--- config.mk ---
export PLATFORM = sky130hd
export DESIGN_NAME = tbc8_cell
export DESIGN_NICKNAME = d
export VERILOG_FILES = /design/src/hw/rtl/tbc8_pkg.sv /design/src/hw/rtl/tbc8_cell.sv
export SDC_FILE = /design/constraint.sdc
export NUM_CORES = 1
export LEC_CHECK = 0
export ABC_AREA = 1
export BUFFER_PORTS_ARGS = -buffer_cell sky130_fd_sc_hd__buf_2
export CORE_MARGIN = 2
export CORE_UTILIZATION = 40
export CTS_BUF_LIST = sky130_fd_sc_hd__clkbuf_16
export DETAILED_ROUTE_END_ITERATION = 10
export HOLD_SLACK_MARGIN = 0.06
export PLACE_DENSITY_LB_ADDON = 0.08
export SETUP_SLACK_MARGIN = 0.05
export SYNTH_ARGS = -nofsm -noshare
export SYNTH_HDL_FRONTEND = slang
export SYNTH_SLANG_ARGS = --single-unit
--- constraint.sdc ---
create_clock -name clk -period 4.77 [get_ports clk]
set_input_delay 0.954 -clock clk [delete_from_list [all_inputs] [get_ports clk]]
set_output_delay 0.954 -clock clk [all_outputs]
set_load 0.01 [all_outputs]
--- src/hw/rtl/tbc8_pkg.sv ---
package tbc8_pkg;

	localparam logic [31:0] SUM_STEP = 32'h9e3779b9;
	localparam int CFG_IDX_W = 1;

	typedef enum logic [CFG_IDX_W-1:0] {
		REG_KEY_SEED     = 1'b0,
		REG_DECRYPT_MODE = 1'b1
	} cfg_reg_t;

	typedef struct packed {
		logic [31:0] v0;
		logic [31:0] v1;
	} blk_t;

	typedef struct packed {
		logic [31:0] k0;
		logic [31:0] k1;
		logic [31:0] k2;
		logic [31:0] k3;
	} key_t;

	function automatic logic [31:0] round_mix(input logic [31:0] v, input logic [31:0] ka,
			input logic [31:0] kb, input logic [31:0] sum);
		round_mix = ((v << 4) + ka) ^ (v + sum) ^ ((v >> 5) + kb);
	endfunction

endpackage

--- src/hw/rtl/tbc8_cell.sv ---
module tbc8_cell import tbc8_pkg::*; #(
	parameter bit          Half   = 1'b0,
	parameter logic [31:0] EncSum = 32'h0,
	parameter logic [31:0] DecSum = 32'h0
) (
	input  logic clk,
	input  logic arst_n,
	input  key_t key,
	input  logic decrypt,
	input  logic in_valid,
	output logic in_ready,
	input  blk_t in_blk,
	output logic out_valid,
	input  logic out_ready,
	output blk_t out_blk
);

	logic        valid_q;
	blk_t        blk_q;
	logic        upd_v0;
	logic [31:0] sum;
	logic [31:0] src;
	logic [31:0] dst;
	logic [31:0] ka;
	logic [31:0] kb;
	logic [31:0] mix_w;
	logic [31:0] new_w;
	blk_t        nxt_blk;

	// encrypt: first half updates v0, second v1; decrypt runs them in reverse
	assign upd_v0 = Half ^ ~decrypt;
	assign sum    = decrypt ? DecSum : EncSum;
	assign src    = upd_v0 ? in_blk.v1 : in_blk.v0;
	assign dst    = upd_v0 ? in_blk.v0 : in_blk.v1;
	assign ka     = upd_v0 ? key.k0 : key.k2;
	assign kb     = upd_v0 ? key.k1 : key.k3;
	assign mix_w  = round_mix(src, ka, kb, sum);
	assign new_w  = decrypt ? (dst - mix_w) : (dst + mix_w);

	always_comb begin
		nxt_blk = in_blk;
		if (upd_v0) begin
			nxt_blk.v0 = new_w;
		end else begin
			nxt_blk.v1 = new_w;
		end
	end

	assign in_ready  = ~valid_q | out_ready;
	assign out_valid = valid_q;
	assign out_blk   = blk_q;

	always_ff @(posedge clk or negedge arst_n) begin
		if (!arst_n) begin
			valid_q <= 1'b0;
		end else if (in_ready) begin
			valid_q <= in_valid;
		end
	end

	always_ff @(posedge clk) begin
		if (in_ready && in_valid) begin
			blk_q <= nxt_blk;
		end
	end

endmodule

==> impl_results.md, run 1 <==
- Die footprint: 31,400 um^2
- Via count: around 16,000
- Commonest non-fill, non-tap cell in the layout: nand2_1
- I/O pin count: between 200 and 300
- Leak pwr: ~11 nW
- Failing checks: setup timing
- Synth Flop Type: edfxtp_1
- RSZ-0062 raised after global routing: yes
- Die H: 177 um
- #FFs+latches synth: 65
- Status: finished with violations
- CTS Sinks: between 60 and 70
- Data arrival time of the worst path: about 5.5 ns
- Pre-antenna DRT Iters: 5
- Root buf cell: clkbuf_16
- Fillers: 2,680
- Final period utilization: 114%
- Met1 GRT Util: 40.4%
- Largest cells by area after synthesis: nand2_1 (30%), edfxtp_1 (16%), inv_1 (9.6%), ha_1 (9.0%), nand3_1 (4.8%)
- Syn-to-layout area delta: 65.5%
- Share of cells above drive strength 1: 40.8%
- Final Hold Vio Count: 0
- Largest net degree at the start of global routing: 65
- Setup crit end kind: flip-flop
- Most frequent cells in the layout: nand2_1 (889), buf_4 (438), inv_1 (299)
- Die width: 177 um
- Clock power frac: 9.0%
- M2 GR Usage: 53.4%
- Startpoint Class: input port
- Synth Instances: 2,136
- Final WS setup: -0.661 ns
- Final-report setup violation count: 42
- Max_cap viols: 0
- Area of the mapped netlist: 12,000 um^2
- TritonCTS clock tree: built
- Netlist cell types: a little over 50
- Slowest cell on the critical path: fa_2
- Remaining Overflow, GRT: 0
- Warnings, synthesis: 0
- Hpwl dp: 39.7 mm
- First-pass GRT wire length: roughly 75 mm
- Hold buffers post-CTS: 0
- R2R depth: 2
- IO buf count: about 260
- Util after Layout: 67.1%
- Post-synth EDFFs: 64
- Comb power frac: between 70% and 80%
- Gr usage total: a little under a third
- Net Sw Frac: approximately 46%
- Clk slew on worst S/H paths: 0.06 ns
- Core area: 29,600 um^2
- Pwr dens: 363 nW/um^2
- TNS Setup: -11.88 ns
- Switching power: ~0.0033 W
- Kind of critical path: input port to flip-flop
- # nets final: approximately 3,100
- HP Class: input port to async pin
- Post-Syn Nets: 2,422
- Fmax: about 180 MHz
- Post-synth ARST share: 1.54%
- Critical path's largest stage delay: roughly 0.41 ns
- Most frequent CP cell: nand2_1
- Final min period: 5.43 ns
- Area fraction of the dominant cell type after synthesis: around 30%
- DR vias/cell: approximately 4.9
- TritonCTS Buffers: 9
- Worst skew pair latency: 0.35 ns
- Residual DRC: 0
- Rel. slew slack: 46.9%
- Antenna cells: 0
- Row count: 63
- Syn Area/Cell: 5.63 um^2
- Worst-margin pin slew: 0.796 ns
- GPL Wtd Cong: 0.981
- Sequential cell area fraction in the yosys report: 16.2%
- Initial antenna violation count: 0
- Final Max Slew Viols: 0
- DRT antenna net count: 0
- Cell taking the most area after synthesis: nand2_1
- Wire per inst: 15.3 um
- GR peak layer: met2
- Worst Path Required: 4.86 ns
- Max Fanout on Critical Path: 8
- P_int: 0.00393 W
- Vias in the first global route: ~15,000
- Final Skew: approximately 0.011 ns
- # H-tree levels: 3
- Sequential share of power: a little under an eighth
- Initial DRC count: between 800 and 900
- Initial Utilization: 40.5%
- Pwr Total: 0.00722 W
- Clk buf depth: 2
- Worst vdd ir: 0.000237 V
- Met3 Use GR: 2.49%
- DRT Wirelength: 49.7 mm
==> critical path, delay by kind of cell <==
kind	cells	cell delay, ns
AO/OA/AOI/OAI	7	1.15
XOR/XNOR	3	0.65
adder cells (fa/ha/maj)	3	0.89
buffers and inverters	5	0.63
AND/OR/NAND/NOR	14	1.21
==> metrics by stage <==
stage	instance area [um^2]	worst slack [ns]	hold WS, ns	cells
after CTS	19000	-0.521	0.374	3219
final	19900	-0.661	0.383	3242
after detailed placement	16800	-1.41	0.560	3148
after floorplan	12200	-0.898	0.609	2136
after global routing	19900	-0.905	0.381	3242
after global placement	16800	-1.35	0.555	3148
==> synthesized netlist by cell type, drive strengths merged, types with 4 or more instances <==
| library cell | count |
|---|---|
| nor2 | 147 |
| xor2 | 51 |
| buf | 17 |
| inv | 318 |
| nand3b | 14 |
| o21ai | 87 |
| or2 | 7 |
| clkbuf | 24 |
| nor3 | 7 |
| xnor2 | 47 |
| a21o | 4 |
| ha | 86 |
| nand3 | 119 |
| o21a | 5 |
| a31oi | 5 |
| o21bai | 11 |
| nand4 | 21 |
| edfxtp | 64 |
| nand2 | 1017 |
| a21oi | 68 |
==> kinds of logic (layout without fill, tap and decap cells) <==
family / Yosys count / in the layout / synth area share, %
compound gates: 188 / 188 / 8.89
xor+xnor: 98 / 98 / 7.33
fa+ha+maj: 89 / 89 / 9.45
buf+inv: 359 / 1075 / 12.2
flops: 65 / 65 / 16.2
simple gates: 1337 / 1337 / 45.9
==> power by group through the flow <==
| stage | Sequential [W] | Combinational, W | Clock, W |
|---|---|---|---|
| after floorplan | 0.000918 | 0.00249 | 0 |
| after global placement | 0.000848 | 0.00453 | 0 |
| after detailed placement | 0.000850 | 0.00458 | 0 |
| after CTS | 0.000839 | 0.00513 | 0.000662 |
| after global routing | 0.000848 | 0.00621 | 0.000683 |
| final | 0.000837 | 0.00573 | 0.000652 |
==> path summary, 6_finish.rpt <==
check                           startpoint     endpoint  slack [ns]
worst max-delay path               decrypt  out_blk[28]       -0.66
worst min-delay path                arst_n    out_valid        0.38
worst max register to register   out_valid  out_blk[41]        3.17
worst min register to register   out_valid    out_valid        0.57
max in group asynchronous           arst_n    out_valid        4.30
min in group clk                 out_valid    out_valid        0.57
==> what timing repair did <==
item	in CTS	in global routing
hold endpoints to repair	0	0
resized for setup	262	156
cloned	10	0
endpoints found under the setup margin	48	48
buffers inserted	45	23
pin swaps	96	87
==> area by class of cell <==
cell class                      instances  area, um^2  area share [%]
Inverter                              318        1210            6.10
Tap cell                              390         488            2.45
Sequential cell                        65        1950            9.79
Multi-Input combinational cell       1712       10600            53.1
Clock inverter                          7        70.1           0.352
Timing Repair inverter                  2        20.0           0.101
Clock buffer                            9         225            1.13
Timing Repair Buffer                  739        5370            27.0
==> per-layer routing <==
layer / part of all wire, % / up-vias
li1: - / 8069
met1: 44 / 7188
met2: 48 / 518
met3: 6.4 / 55
met4: 2.2 / 0
met5: 0 / -
==> sequential cells by signal, indices dropped and copies added, names as in the netlist <==
name	cells
out_blk	64
out_valid	1
Note: power is estimated with default switching activity, not from simulation.
==> run 2: changes to the inputs <==
--- a/config.mk
+++ b/config.mk
@@ -6,6 +6,7 @@
 export NUM_CORES = 1
 export LEC_CHECK = 0
 export ABC_AREA = 1
+export ABC_CLOCK_PERIOD_IN_PS = 4770
 export BUFFER_PORTS_ARGS = -buffer_cell sky130_fd_sc_hd__buf_2
 export CORE_MARGIN = 2
 export CORE_UTILIZATION = 40
@@ -13,6 +14,8 @@
 export DETAILED_ROUTE_END_ITERATION = 10
 export HOLD_SLACK_MARGIN = 0.06
 export PLACE_DENSITY_LB_ADDON = 0.08
+export RECOVER_POWER = 50
+export REMOVE_ABC_BUFFERS = 1
 export SETUP_SLACK_MARGIN = 0.05
 export SYNTH_ARGS = -nofsm -noshare
 export SYNTH_HDL_FRONTEND = slang
==> impl_results.md, run 2 (same netlist as run 1, synthesis figures left out) <==
- DR vias/cell: 4.90 (+0.26%)
- Final period utilization: 110% (-3.8 points)
- Hold buffers post-CTS: 0 (unchanged)
- Dpl ws: -1.39 ns (+0.0214 ns)
- Final Max Slew Viols: 19 (+19)
- Residual DRC: 0 (unchanged)
- Die H: 177 um (unchanged)
- Antenna cells: 0 (unchanged)
- Initial Utilization: 40.5% (unchanged)
- Vias in the first global route: 15,200 (+2.3%)
- Number of flip-flops in the largest register: 64 (unchanged)
- Gr usage total: 31.0% (+0.42 points)
- Fillers: 2,841 (+6.0%)
- Share of cells above drive strength 1: 36.1% (-4.7 points)
- Largest net degree at the start of global routing: 48 (-26%)
- TritonCTS Buffers: 9 (unchanged)
- Most frequent CP cell: nand2_1
- Pwr dens: 364 nW/um^2 (+0.30%)
- Leak pwr: 10.6 nW (-2.7%)
- Fmax: 190 MHz (+3.5%)
- Worst Path Required: 4.87 ns (about the same)
- Status: finished with violations
- Row count: 63 (unchanged)
- # H-tree levels: 3 (unchanged)
- I/O pin count: 263 (unchanged)
- RSZ-0062 raised after global routing: yes
- Hpwl dp: 40.9 mm (+3.0%)
- Worst skew pair latency: 0.34 ns (about the same)
- Root buf cell: clkbuf_16
- Via count: 15,900 (+0.41%)
- Fin cells: 3,247 (+0.15%)
- Most frequent cells in the layout: nand2_1 (893), buf_4 (466), inv_1 (304)
- DRT antenna net count: 0 (unchanged)
- Die width: 177 um (unchanged)
- Clk buf depth: 2 (unchanged)
- Final Hold Vio Count: 0 (unchanged)
- TritonCTS clock tree: built
- Setup crit end kind: flip-flop
- CP bufs+invs: 8 (+3)
- CTS Sinks: 65 (unchanged)
- Kind of critical path: input port to flip-flop
- Failing checks: capacitance limit, slew limit, setup timing
- First-pass GRT wire length: 75.8 mm (+1.8%)
- Worst-margin pin slew: 2.03 ns (+1.24 ns)
- Initial DRC count: 1,033 (+26%)
- IO buf count: 262 (unchanged)
- Max Fanout on Critical Path: 5 (-3)
- Worst r2r src: out_valid
- Startpoint Class: input port
- Syn-to-layout area delta: 58.5%
- Slowest cell on the critical path: fa_2
- Rel. slew slack: -35.5% (-82 points)
- Data arrival time of the worst path: 5.35 ns (-0.17 ns)
- Final-report setup violation count: 34 (-19%)
- CP startpoint: decrypt
- Remaining Overflow, GRT: 0 (unchanged)
- Critical path's largest stage delay: 0.39 ns (-0.02 ns)
- Core area: 29,600 um^2 (unchanged)
- Post-Place Cells: 3,185 (+1.2%)
- Max_cap viols: 1 (+1)
- DRT Wirelength: 49.3 mm (-0.94%)
- Clk slew on worst S/H paths: 0.06 ns (about the same)
- Pre-antenna DRT Iters: 5 (unchanged)
- Final Skew: 0.00689 ns (-0.00457 ns)
- GPL Wtd Cong: 0.971 (-1.1%)
- CP top delay family: simple AND/OR/NAND/NOR gates
- Worst vdd ir: 0.000236 V (-0.63%)
- Final min period: 5.25 ns (-0.181 ns)
- Die footprint: 31,400 um^2 (unchanged)
- Wire per inst: 15.2 um (-1.1%)
- Commonest non-fill, non-tap cell in the layout: nand2_1
- Initial antenna violation count: 0 (unchanged)
- Final WS setup: -0.480 ns (+0.181 ns)
- # nets final: 3,138 (+0.16%)
- HP Class: input port to async pin
==> run 2: cell types whose count changed in the layout (fill, tap and decap cells not counted), moves of 13 or more <==
cell	before	now
buf_2	261	205
clkbuf_1	0	56
buf_4	438	466
ha_1	32	49
ha_4	50	35
nor2_2	50	37
==> run 2: path summary, 6_finish.rpt <==
check                           depth (start not counted)           to  slack [ns]
worst max register to register                          2  out_blk[61]        1.75
max in group asynchronous                               1    out_valid        4.31
worst max-delay path                                   36  out_blk[63]       -0.48
min in group clk                                        2    out_valid        0.52
worst min-delay path                                    1    out_valid        0.37
worst min register to register                          2    out_valid        0.52
==> run 2: power breakdown <==
group	internal (W)	switching, W	leakage, nW
Sequential	0.000815	0.0000267	0.626
Clock	0.000449	0.000251	0.157
Combinational	0.00254	0.00285	9.83
==> run 2: layer usage <==
metal	up-vias	routed length (um)	track usage, %	part of all wire, %
li1	8094	-	-	-
met1	7219	22700	42.9	46
met2	510	22200	51.5	45
met3	72	3070	2.42	6.2
met4	0	1330	8.98	2.7
met5	-	0	0	0
==> run 2: repair_timing <==
| action | CTS | global route |
|---|---|---|
| hold endpoints to repair | 0 | 0 |
| gates cloned | 4 | 1 |
| setup buffers | 30 | 11 |
| pin swaps | 68 | 47 |
| endpoints found under the setup margin | 46 | 47 |
| gates resized for setup | 249 | 93 |
==> run 2: area by class of cell <==
type | instances | area (um^2) | share of cell area (%)
inverter | 318 | 1210 | 6.35
clock buffer | 9 | 225 | 1.18
clock inverter | 7 | 80.1 | 0.420
timing repair inverter | 1 | 11.3 | 0.0591
timing repair buffer | 745 | 5080 | 26.7
sequential | 65 | 1950 | 10.2
multi-input combinational | 1712 | 10000 | 52.5
tap | 390 | 488 | 2.56
==> run 2: metrics by stage <==
stage | utilization, % | hold WS, ns | setup TNS (ns) | total power (W) | area (um^2)
after floorplan | - | 0.609 | -8.92 | 0.00328 | 11800
after global placement | 57.0 | 0.572 | -43.79 | 0.00538 | 16900
after detailed placement | 57.0 | 0.571 | -44.44 | 0.00542 | 16900
after CTS | 62.9 | 0.361 | -6.80 | 0.00665 | 18600
after global routing | 64.3 | 0.361 | -20.80 | 0.00751 | 19000
final | 64.3 | 0.374 | -9.60 | 0.00693 | 19000
